`src/stf_pkg.sv`:
```
`default_nettype none

package stf_pkg;

  // Field widths of the stream payloads.
  localparam int KIND_W     = 3;
  localparam int IDX_IN_W   = 6;
  localparam int VAL_IN_W   = 32;
  localparam int STATUS_W   = 2;
  localparam int SLOT_OUT_W = 6;
  localparam int LEN_OUT_W  = 7;

  // Packed bus widths, rounded up to whole bytes.
  localparam int S_TDATA_W = 40;
  localparam int M_TDATA_W = 48;

  // The empty marks are searched in groups of this many slots.
  localparam int GRP_SIZE = 8;
  localparam int OFF_W    = 3;

  // Request kinds.
  localparam logic [KIND_W-1:0] KIND_GET    = 3'd0;
  localparam logic [KIND_W-1:0] KIND_PUSH   = 3'd1;
  localparam logic [KIND_W-1:0] KIND_INSERT = 3'd2;
  localparam logic [KIND_W-1:0] KIND_REMOVE = 3'd3;
  localparam logic [KIND_W-1:0] KIND_POP    = 3'd4;

  // Result status codes.
  localparam logic [STATUS_W-1:0] STATUS_OK       = 2'd0;
  localparam logic [STATUS_W-1:0] STATUS_FULL     = 2'd1;
  localparam logic [STATUS_W-1:0] STATUS_NO_ENTRY = 2'd2;

  // Commands from the controller to the datapath.
  typedef struct packed {
    logic load;  // capture the accepted request
    logic op;    // read the slot memory and build the group hit vector
    logic sel;   // pick the first group holding a free slot
    logic fin;   // commit the request and load the result register
  } cmd_t;

  // Status from the datapath to the controller.
  typedef struct packed {
    logic is_insert;  // the captured request is an insert
    logic out_free;   // the result register can take a new result
  } sts_t;

endpackage

`default_nettype wire

```
`src/slot_table_first_free.sv`:
```
`default_nettype none

// Channel   Direction  Bus                        Contents
// s_axis    in         tuser[2:0]                 kind
//                      tdata[39:0]                slot_index, new_value
// m_axis    out        tuser[1:0]                 status
//                      tdata[47:0]                slot_used, slot_value, length
//
// A request passes from its transfer through capture, memory read and group
// search, and commit, and its result is offered from the result register after
// commit; an insert adds a first-free group pick before commit, set by the
// grouped search over the empty marks. Reset marks every slot empty and clears
// the length; no clearing pass runs. A stalled result sits in the output
// register, and the engine waits at commit only while it is occupied.

module slot_table_first_free #(
  parameter int SLOTS      = 64,
  parameter int VALUE_BITS = 32
) (
  input  wire logic                              clk_i,
  input  wire logic                              rst_ni,
  input  wire logic                              s_axis_tvalid,
  output logic                                   s_axis_tready,
  // slot_index [5:0], new_value [37:6], zero fill [39:38]
  input  wire logic [stf_pkg::S_TDATA_W-1:0]     s_axis_tdata,
  // kind [2:0]
  input  wire logic [stf_pkg::KIND_W-1:0]        s_axis_tuser,
  output logic                                   m_axis_tvalid,
  input  wire logic                              m_axis_tready,
  // slot_used [5:0], slot_value [37:6], length [44:38], zero fill [47:45]
  output logic [stf_pkg::M_TDATA_W-1:0]          m_axis_tdata,
  // status [1:0]
  output logic [stf_pkg::STATUS_W-1:0]           m_axis_tuser
);

  stf_pkg::cmd_t cmd;
  stf_pkg::sts_t sts;

  logic [stf_pkg::SLOT_OUT_W-1:0] out_slot;
  logic [stf_pkg::VAL_IN_W-1:0]   out_value;
  logic [stf_pkg::LEN_OUT_W-1:0]  out_len;

  stf_ctrl u_ctrl (
    .clk_i      (clk_i),
    .rst_ni     (rst_ni),
    .in_valid_i (s_axis_tvalid),
    .in_ready_o (s_axis_tready),
    .sts_i      (sts),
    .cmd_o      (cmd)
  );

  stf_dp #(
    .SLOTS      (SLOTS),
    .VALUE_BITS (VALUE_BITS)
  ) u_dp (
    .clk_i        (clk_i),
    .rst_ni       (rst_ni),
    .cmd_i        (cmd),
    .sts_o        (sts),
    .in_kind_i    (s_axis_tuser),
    .in_idx_i     (s_axis_tdata[5:0]),
    .in_value_i   (s_axis_tdata[37:6]),
    .out_ready_i  (m_axis_tready),
    .out_valid_o  (m_axis_tvalid),
    .out_status_o (m_axis_tuser),
    .out_slot_o   (out_slot),
    .out_value_o  (out_value),
    .out_len_o    (out_len)
  );

  // Pack the result fields from the lowest bit up.
  assign m_axis_tdata = {3'b000, out_len, out_value, out_slot};

endmodule

`default_nettype wire

```
`src/stf_ctrl.sv`:
```
`default_nettype none

module stf_ctrl (
  input  wire logic          clk_i,
  input  wire logic          rst_ni,
  input  wire logic          in_valid_i,
  output logic               in_ready_o,
  input  wire stf_pkg::sts_t sts_i,
  output stf_pkg::cmd_t      cmd_o
);

  localparam logic [1:0] ST_IDLE = 2'd0;
  localparam logic [1:0] ST_OP   = 2'd1;
  localparam logic [1:0] ST_SEL  = 2'd2;
  localparam logic [1:0] ST_FIN  = 2'd3;

  logic [1:0] state_q, state_d;

  // One request at a time: take it in idle, then walk it to commit.
  always_comb begin
    state_d    = state_q;
    in_ready_o = 1'b0;
    cmd_o      = '0;
    unique case (state_q)
      ST_IDLE: begin
        in_ready_o = 1'b1;
        if (in_valid_i) begin
          cmd_o.load = 1'b1;
          state_d    = ST_OP;
        end
      end
      ST_OP: begin
        cmd_o.op = 1'b1;
        state_d  = sts_i.is_insert ? ST_SEL : ST_FIN;
      end
      ST_SEL: begin
        cmd_o.sel = 1'b1;
        state_d   = ST_FIN;
      end
      ST_FIN: begin
        if (sts_i.out_free) begin
          cmd_o.fin = 1'b1;
          state_d   = ST_IDLE;
        end
      end
      default: state_d = ST_IDLE;
    endcase
  end

  always_ff @(posedge clk_i or negedge rst_ni) begin
    if (!rst_ni) begin
      state_q <= ST_IDLE;
    end else begin
      state_q <= state_d;
    end
  end

endmodule

`default_nettype wire

```
`src/stf_dp.sv`:
```
`default_nettype none

module stf_dp #(
  parameter int SLOTS      = 64,
  parameter int VALUE_BITS = 32
) (
  input  wire logic                             clk_i,
  input  wire logic                             rst_ni,
  input  wire stf_pkg::cmd_t                    cmd_i,
  output stf_pkg::sts_t                         sts_o,
  input  wire logic [stf_pkg::KIND_W-1:0]       in_kind_i,
  input  wire logic [stf_pkg::IDX_IN_W-1:0]     in_idx_i,
  input  wire logic [stf_pkg::VAL_IN_W-1:0]     in_value_i,
  input  wire logic                             out_ready_i,
  output logic                                  out_valid_o,
  output logic [stf_pkg::STATUS_W-1:0]          out_status_o,
  output logic [stf_pkg::SLOT_OUT_W-1:0]        out_slot_o,
  output logic [stf_pkg::VAL_IN_W-1:0]          out_value_o,
  output logic [stf_pkg::LEN_OUT_W-1:0]         out_len_o
);

  localparam int IDX_W = (SLOTS > 1) ? $clog2(SLOTS) : 1;
  localparam int LEN_W = $clog2(SLOTS + 1);
  localparam int CMP_W = (LEN_W > 7) ? LEN_W : 7;
  localparam int GRP_N = (SLOTS + stf_pkg::GRP_SIZE - 1) / stf_pkg::GRP_SIZE;
  localparam int GRP_W = (GRP_N > 1) ? $clog2(GRP_N) : 1;
  localparam int PAD_N = GRP_N * stf_pkg::GRP_SIZE;
  localparam int VX_W  = (VALUE_BITS > stf_pkg::VAL_IN_W) ? VALUE_BITS : stf_pkg::VAL_IN_W;

  // Captured request.
  logic [stf_pkg::KIND_W-1:0]   req_kind_q;
  logic [stf_pkg::IDX_IN_W-1:0] req_idx_q;
  logic [stf_pkg::VAL_IN_W-1:0] req_value_q;

  // Table state.
  logic [VALUE_BITS-1:0] slot_mem_q [SLOTS];
  logic [VALUE_BITS-1:0] rd_data_q;
  logic [SLOTS-1:0]      empty_q, empty_d;
  logic [LEN_W-1:0]      len_q, len_d;

  // Free slot search.
  logic [SLOTS-1:0]               hit;
  logic [PAD_N-1:0]               hit_pad;
  logic [GRP_N-1:0]               grp_hit_d, grp_hit_q;
  logic [GRP_W-1:0]               grp_sel_d, grp_sel_q;
  logic                           found_d, found_q;
  logic [stf_pkg::GRP_SIZE-1:0]   grp_bits;
  logic [stf_pkg::OFF_W-1:0]      grp_off;

  // Request decode.
  logic [CMP_W-1:0] idx_ext, len_ext, last_slot, ins_slot;
  logic             in_range, full;
  logic [IDX_W-1:0] idx_addr, last_addr, rd_addr;
  logic [VX_W-1:0]  in_val_ext, out_val_ext;

  // Commit decisions.
  logic [stf_pkg::STATUS_W-1:0] res_status;
  logic [CMP_W-1:0]             res_slot;
  logic [VALUE_BITS-1:0]        res_value;
  logic                         wr_en, set_empty, clr_empty;
  logic [CMP_W-1:0]             wr_slot;
  logic [IDX_W-1:0]             wr_addr;

  // Result register.
  logic                          out_valid_q;
  logic [stf_pkg::STATUS_W-1:0]  out_status_q;
  logic [stf_pkg::SLOT_OUT_W-1:0] out_slot_q;
  logic [stf_pkg::VAL_IN_W-1:0]  out_value_q;
  logic [stf_pkg::LEN_OUT_W-1:0] out_len_q;

  assign idx_ext   = CMP_W'(req_idx_q);
  assign len_ext   = CMP_W'(len_q);
  assign last_slot = len_ext - CMP_W'(1);
  assign in_range  = idx_ext < len_ext;
  assign full      = len_ext == CMP_W'(SLOTS);
  assign idx_addr  = idx_ext[IDX_W-1:0];
  assign last_addr = last_slot[IDX_W-1:0];
  assign rd_addr   = (req_kind_q == stf_pkg::KIND_POP) ? last_addr : idx_addr;
  assign in_val_ext = VX_W'(req_value_q);

  assign sts_o.is_insert = req_kind_q == stf_pkg::KIND_INSERT;
  assign sts_o.out_free  = !out_valid_q || out_ready_i;

  // Empty slots below the used length are the insert candidates.
  always_comb begin
    for (int i = 0; i < SLOTS; i++) begin
      hit[i] = empty_q[i] && (CMP_W'(i) < len_ext);
    end
    hit_pad = PAD_N'(hit);
    for (int g = 0; g < GRP_N; g++) begin
      grp_hit_d[g] = |hit_pad[g*stf_pkg::GRP_SIZE +: stf_pkg::GRP_SIZE];
    end
  end

  // Lowest group that holds a candidate.
  always_comb begin
    grp_sel_d = '0;
    found_d   = 1'b0;
    for (int g = GRP_N - 1; g >= 0; g--) begin
      if (grp_hit_q[g]) begin
        grp_sel_d = GRP_W'(g);
        found_d   = 1'b1;
      end
    end
  end

  // Lowest candidate inside the chosen group.
  always_comb begin
    grp_bits = hit_pad[grp_sel_q*stf_pkg::GRP_SIZE +: stf_pkg::GRP_SIZE];
    grp_off  = '0;
    for (int k = stf_pkg::GRP_SIZE - 1; k >= 0; k--) begin
      if (grp_bits[k]) begin
        grp_off = stf_pkg::OFF_W'(k);
      end
    end
    ins_slot = CMP_W'({grp_sel_q, grp_off});
  end

  // Outcome of the captured request.
  always_comb begin
    res_status = stf_pkg::STATUS_NO_ENTRY;
    res_slot   = '0;
    res_value  = '0;
    wr_en      = 1'b0;
    set_empty  = 1'b0;
    clr_empty  = 1'b0;
    wr_slot    = len_ext;
    len_d      = len_q;
    unique case (req_kind_q)
      stf_pkg::KIND_GET: begin
        res_slot = idx_ext;
        if (in_range && !empty_q[idx_addr]) begin
          res_status = stf_pkg::STATUS_OK;
          res_value  = rd_data_q;
        end
      end
      stf_pkg::KIND_PUSH, stf_pkg::KIND_INSERT: begin
        if (req_kind_q == stf_pkg::KIND_INSERT && found_q) begin
          res_status = stf_pkg::STATUS_OK;
          res_slot   = ins_slot;
          wr_slot    = ins_slot;
          wr_en      = 1'b1;
          clr_empty  = 1'b1;
        end else if (full) begin
          res_status = stf_pkg::STATUS_FULL;
        end else begin
          res_status = stf_pkg::STATUS_OK;
          res_slot   = len_ext;
          wr_en      = 1'b1;
          clr_empty  = 1'b1;
          len_d      = len_q + LEN_W'(1);
        end
      end
      stf_pkg::KIND_REMOVE: begin
        res_slot = idx_ext;
        wr_slot  = idx_ext;
        if (in_range && !empty_q[idx_addr]) begin
          res_status = stf_pkg::STATUS_OK;
          res_value  = rd_data_q;
          set_empty  = 1'b1;
        end
      end
      stf_pkg::KIND_POP: begin
        if (len_q != '0) begin
          res_status = stf_pkg::STATUS_OK;
          res_slot   = last_slot;
          wr_slot    = last_slot;
          res_value  = empty_q[last_addr] ? '0 : rd_data_q;
          set_empty  = 1'b1;
          len_d      = last_slot[LEN_W-1:0];
        end
      end
      default: begin
        res_status = stf_pkg::STATUS_NO_ENTRY;
      end
    endcase
  end

  assign wr_addr     = wr_slot[IDX_W-1:0];
  assign out_val_ext = VX_W'(res_value);

  // Empty marks change only at commit.
  always_comb begin
    empty_d = empty_q;
    if (cmd_i.fin && clr_empty) begin
      empty_d[wr_addr] = 1'b0;
    end
    if (cmd_i.fin && set_empty) begin
      empty_d[wr_addr] = 1'b1;
    end
  end

  // Slot memory: one write at commit, one registered read in the op cycle.
  always_ff @(posedge clk_i) begin
    if (cmd_i.fin && wr_en) begin
      slot_mem_q[wr_addr] <= in_val_ext[VALUE_BITS-1:0];
    end
    if (cmd_i.op) begin
      rd_data_q <= slot_mem_q[rd_addr];
    end
  end

  // Request capture, search registers and result payload.
  always_ff @(posedge clk_i) begin
    if (cmd_i.load) begin
      req_kind_q  <= in_kind_i;
      req_idx_q   <= in_idx_i;
      req_value_q <= in_value_i;
    end
    if (cmd_i.op) begin
      grp_hit_q <= grp_hit_d;
    end
    if (cmd_i.sel) begin
      grp_sel_q <= grp_sel_d;
      found_q   <= found_d;
    end else if (cmd_i.op) begin
      grp_sel_q <= '0;
      found_q   <= 1'b0;
    end
    if (cmd_i.fin) begin
      out_status_q <= res_status;
      out_slot_q   <= res_slot[stf_pkg::SLOT_OUT_W-1:0];
      out_value_q  <= out_val_ext[stf_pkg::VAL_IN_W-1:0];
      out_len_q    <= stf_pkg::LEN_OUT_W'(len_d);
    end
  end

  // Control state.
  always_ff @(posedge clk_i or negedge rst_ni) begin
    if (!rst_ni) begin
      empty_q     <= '1;
      len_q       <= '0;
      out_valid_q <= 1'b0;
    end else begin
      empty_q <= empty_d;
      if (cmd_i.fin) begin
        len_q <= len_d;
      end
      if (cmd_i.fin) begin
        out_valid_q <= 1'b1;
      end else if (out_ready_i) begin
        out_valid_q <= 1'b0;
      end
    end
  end

  assign out_valid_o  = out_valid_q;
  assign out_status_o = out_status_q;
  assign out_slot_o   = out_slot_q;
  assign out_value_o  = out_value_q;
  assign out_len_o    = out_len_q;

endmodule

`default_nettype wire

```
`config.mk`:
```
export PLATFORM = sky130hd
export DESIGN_NAME = slot_table_first_free
export DESIGN_NICKNAME = d
export VERILOG_FILES = /design/src/stf_pkg.sv /design/src/slot_table_first_free.sv /design/src/stf_ctrl.sv /design/src/stf_dp.sv
export SDC_FILE = /design/constraint.sdc
export NUM_CORES = 2
export LEC_CHECK = 0
export ABC_AREA = 1
export BUFFER_PORTS_ARGS = -buffer_cell sky130_fd_sc_hd__buf_2
export CAP_MARGIN = 0
export CORE_ASPECT_RATIO = 1.4
export CORE_MARGIN = 3
export CORE_UTILIZATION = 40
export DETAILED_ROUTE_END_ITERATION = 16
export GPL_ROUTABILITY_DRIVEN = 0
export HOLD_SLACK_MARGIN = 0.15
export PLACE_DENSITY = 0.61
export SLEW_MARGIN = 20
export SYNTH_ARGS = -nofsm -noshare
export SYNTH_HDL_FRONTEND = slang
export SYNTH_HIERARCHICAL = 1
export SYNTH_SLANG_ARGS = --single-unit
```
`constraint.sdc`:
```
create_clock -name clk_i -period 11.4 [get_ports clk_i]
set_input_delay 2.28 -clock clk_i [delete_from_list [all_inputs] [get_ports clk_i]]
set_output_delay 2.28 -clock clk_i [all_outputs]
set_load 0.02 [all_outputs]
```
* Word level (Yosys, flattened, before mapping)
Memories as Yosys holds them, arrays and structs flattened. A register that Yosys moved wholly into a read port is not among the register bits. Cells that the tools add are included.
Word-level totals: word-level logic and storage cells 265, memories 1, bits of input ports 47, register bits after elaboration 174, memory bits (writable) 2048, output and inout port bits 52
Memories:
- u_dp.slot_mem_q | words 64, bits a word 32, read ports 1, clocked after memory_dff 1, write ports 1, line stf_dp.sv:36 | logic [VALUE_BITS-1:0] slot_mem_q [SLOTS];
Cells by class: multiplexer cells 77, shifts and indexed selects 1, bitwise logic cells 3, add/subtract/negate cells 2, order comparisons 69, equality and inequality tests 10, reductions and logical operators 88
Operators with widths (number):
- $lt 6x7->1 const A | 32
- $mux 64 | 2
- $lt 5x7->1 const A | 16
- $mux 32 | 3
- $logic_and 1x1->1 | 69
- $and 64x64->64 | 1
- $not 64->64 | 1
- $or 64x64->64 | 1
- $pmux 32 s2 | 1
- $reduce_or 8->1 | 8
- $shiftx 64x7->8 | 1
- $lt 4x7->1 const A | 8
- $mux 3 | 18
- $pmux 6 s3 | 2
- $mux 1 | 31
- $mux 6 | 5
- $lt 3x7->1 const A | 4
- $lt 6x7->1 const B | 3
- $mux 7 | 3
- $lt 1x7->1 const A | 2
- $lt 2x7->1 const A | 2
- $pmux 7 s2 | 1
- $bmux 1 s6 | 2
- $mux 2 | 5
- 23 further kinds | 29

* Depth between registers and ports, before layout
depth after elaboration 22, mapped depth 26, gate-level depth less buffers 23

* Modules after synthesis
The synthesis kept the hierarchy.
By module, submodules not included:
- stf_dp | seq. area each 67344.6 µm², area an instance 91341.4 µm², times used 1, cells an instance 7306
- stf_ctrl | seq. area each 50.0 µm², area an instance 200.2 µm², times used 1, cells an instance 29
- slot_table_first_free | seq. area each 0.0 µm², area an instance 26.3 µm², times used 1, cells an instance 4

* Worst setup path after synthesis
Ideal clock, no wire load.
kind input to register, start point input port m_axis_tready, end point memory u_dp.slot_mem_q[57][0], enable pin, required time 11.013 ns, setup slack 5.826 ns, buffers on the path 1, library setup time 0.387 ns, arrival time 5.188 ns, cell stages on the path 9, cells stage by stage inv_1 -> nand2_1 -> nand2_1 -> inv_1 -> inv_1 -> nor2_1 -> clkbuf_1 -> nand4_1 -> inv_1
RTL lines:
- start, declared | line slot_table_first_free.sv:29 | input wire logic m_axis_tready,
- end, declared | line stf_dp.sv:36

* Final worst setup path
start point register u_dp.len_q[2], in the netlist u_dp/len_ext[2], end point register u_dp.rd_data_q[28], read port of u_dp.slot_mem_q, data pin
On the way: cells in the longest elaborated chain, start to end 2
RTL lines:
- start, declared | line stf_dp.sv:39 | logic [LEN_W-1:0] len_q, len_d;
- start signal, assigned | line stf_dp.sv:237 | len_q <= len_d;
- $sub 7x1->7 | line stf_dp.sv:73 | assign last_slot = len_ext - CMP_W'(1);
- $mux 6 | line stf_dp.sv:78 | assign rd_addr = (req_kind_q == stf_pkg::KIND_POP) ? last_addr : idx_addr;
- end, declared | line stf_dp.sv:37 | logic [VALUE_BITS-1:0] rd_data_q;
Every way passes these cells. A chain may end at the register's enable or synchronous reset.

==> impl_metrics.json <==
{
  "worstSkewPairLatency_ns": 0.87,
  "yosys.cell_count.top_type": "edfxtp_1",
  "crit_path_max_fanout": 87,
  "vias": 61700,
  "critPathKind": "reg2reg",
  "tightestPinTransition_ns": 1.13,
  "synth_flop_cell": "edfxtp_1",
  "tritoncts": "done",
  "die_area_mm2": 0.235,
  "cts-root-buf": "clkbuf_16",
  "grt_max_degree": 176,
  "vdd_drop_max_uv": 148,
  "dp_slack_ns": 5.61,
  "start_kind": "flip-flop",
  "rows": 207,
  "ys_seq_area_frac": 0.736,
  "cts_buffer_depth": 4,
  "synth-edff-count": 2180,
  "setup_slack_ns": 5.42,
  "cap_violations": 0,
  "ys_ff_latch": 2254,
  "fin_nets": 7335,
  "drc": 0,
  "yosys.area.top_type": "edfxtp_1",
  "slew_headroom": 0.249,
  "p_per_area_mw_per_mm2": 221,
  "hold_buffers": 0,
  "final_layout_size_suffix_gt1_frac": 0.102,
  "p_total_mw": 22.4,
  "cts.sinks": 2254,
  "area_delta_synth_final_pct": 11.0,
  "arrival_ns": 6.67,
  "final_area_mm2": 0.102,
  "wl_per_cell_um": 25.4,
  "cp-end-kind": "flip-flop",
  "dpl.cell_count": 10100,
  "cts_setup_buffers": 0,
  "finalSetupViolations": 0,
  "rsz0062_at_grt": "false",
  "drtAntennaViolNets": 0,
  "die_h_um": 572,
  "run_status": "finished, final reports clean",
  "antenna_found_initial": 20,
  "post-route-util": 0.447,
  "fillers": 20500,
  "grt_pass1_wl_mm": 388,
  "holdWs_ns": 0.468,
  "grt-ovfl-total": 0,
  "syn-cell-area_mm2": 0.0916,
  "synthTopCellsByArea": "edfxtp_1 71%, o21ai_0 7.6%, nor2_1 5.5%",
  "num_io_pins": 99,
  "async_reset_ff_frac": 0.0328,
  "wirelength_mm": 266,
  "synth_top_area_share": 0.715,
  "postSynthCellCount": 7339,
  "clk_pin_slew_ns": 0.06,
  "dpl_cell_area_mm2": 0.0951,
  "drt_iter0_drc": 7768,
  "period_share": 0.524,
  "fmax_mhz": 167,
  "worst_clock_skew_ns": 0.0779,
  "p_leak_nw": 32.9,
  "grt_pass1_vias": 58900,
  "setup_tns_ns": 0,
  "grt_usage": 0.219,
  "final_cells": 10500,
  "worstPathRequired_ns": 12.09,
  "netlist_top_cells_count": "2180 x edfxtp_1, 1392 x o21ai_0, 1346 x nor2_1",
  "ys_types": 56,
  "portBuffers": 93,
  "viasPerCell": 5.90,
  "finalHoldViolCount": 0,
  "numCtsBuffers": 211,
  "avgSynthCellArea_um2": 12.5,
  "worstHoldPathType": "reg2reg",
  "yosysWarnings": 6,
  "h-tree-depth": 4,
  "cts.repair.resized": 0,
  "dr.pass1.iters": 8,
  "dp_hpwl_mm": 141,
  "start_util": 0.403,
  "maxSlewViolCount": 0,
  "min_period_ns": 5.98,
  "core_mm2": 0.227,
  "die_w_um": 410
}
registers in the layout, indices dropped and copies added, names as in the netlist:
name,flops
u_dp/out_len_o,7
u_dp/slot_mem_q,2048
u_dp/empty_q,64
u_dp/grp_hit_q,8
u_dp/found_q,1
u_dp/out_status_o,2
u_ctrl/state_q,2
u_dp/out_valid_o,1
u_dp/idx_addr,6
u_dp/out_value_o,32
u_dp/rd_data_q,32
u_dp/grp_sel_q,3
u_dp/len_ext,7
u_dp/out_slot_o,6
u_dp/req_kind_q,3
u_dp/in_val_ext,32
critical path, cell delays in order, from the launching register on:
cell and delay [ns]:
dfrtp_1 0.66, nor2_2 0.63, nand2_1 0.19, inv_2 0.24, nor2_1 0.10, a21oi_2 0.44
inv_2 0.26, nand2_1 0.18, o21ai_4 0.07, buf_4 0.27, inv_8 0.61, buf_4 0.76
o21ai_0 0.20, o221ai_1 0.42, nand3_1 0.48, nand2_1 0.20
layer usage:
metal / GRT usage / share of wire
met1: 0.287 / 0.39
met2: 0.375 / 0.49
met3: 0.0287 / 0.083
met4: 0.0791 / 0.038
met5: 0 / 0.00056
path summary, 6_finish.rpt:
path	start	end	slack (ns)	cells past startpoint
max	u_dp/len_ext[2]$_DFFE_PN0P_	u_dp/rd_data_q[28]$_DFFE_PP_	5.42	15
min	u_dp/empty_q[7]$_DFF_PN1_	u_dp/empty_q[7]$_DFF_PN1_	0.47	2
max reg2reg	u_dp/len_ext[2]$_DFFE_PN0P_	u_dp/rd_data_q[28]$_DFFE_PP_	5.42	15
min reg2reg	u_dp/empty_q[7]$_DFF_PN1_	u_dp/empty_q[7]$_DFF_PN1_	0.47	2
max in group asynchronous	rst_ni	u_dp/empty_q[3]$_DFF_PN1_	9.20	3
min in group asynchronous	rst_ni	u_ctrl/state_q[0]$_DFFE_PN0P_	1.54	2
cells by family after synthesis:
family	Yosys count	synth area share
flip-flops	2254	0.736
AO/OA/AOI/OAI	2184	0.134
AND/OR/NAND/NOR	2183	0.0975
buffers and inverters	699	0.0303
adder cells (fa/ha/maj)	14	0.00191
XOR/XNOR	4	0.000383
other	1	0.0000410
power by group:
part	leakage, nW	internal (mW)	switching, mW	total [mW]
Sequential	20.4	9.70	0.215	9.91
Combinational	9.24	1.37	4.36	5.73
Clock	3.20	3.80	3.01	6.81
final cells by class:
| class | instances | area [µm²] | share of cell area |
|---|---|---|---|
| inverter | 168 | 669 | 0.00658 |
| antenna | 5 | 12.5 | 0.000123 |
| sequential | 2254 | 67400 | 0.663 |
| multi-input combinational | 4388 | 21500 | 0.211 |
| clock buffer | 261 | 5540 | 0.0545 |
| tap | 3030 | 3790 | 0.0373 |
| clock inverter | 115 | 988 | 0.00972 |
| timing repair buffer | 251 | 1800 | 0.0177 |
cell usage in the layout (no fill, tap or decap), types with 13 or more instances in the layout:
master	n
clkinv_1	46
clkinv_2	39
nor2_1	1344
bufinv_16	16
o21ai_1	18
nand4_1	43
dfstp_2	64
clkbuf_1	45
nand2_1	439
nand3_1	293
inv_1	74
inv_2	87
edfxtp_1	2180
buf_2	93
o211ai_1	33
a21oi_1	63
nor2_2	14
buf_4	146
o21ai_0	1392
ha_1	13
o221ai_1	136
o22ai_1	510
clkbuf_16	213
No activity file was read; power rests on OpenSTA's default activity.
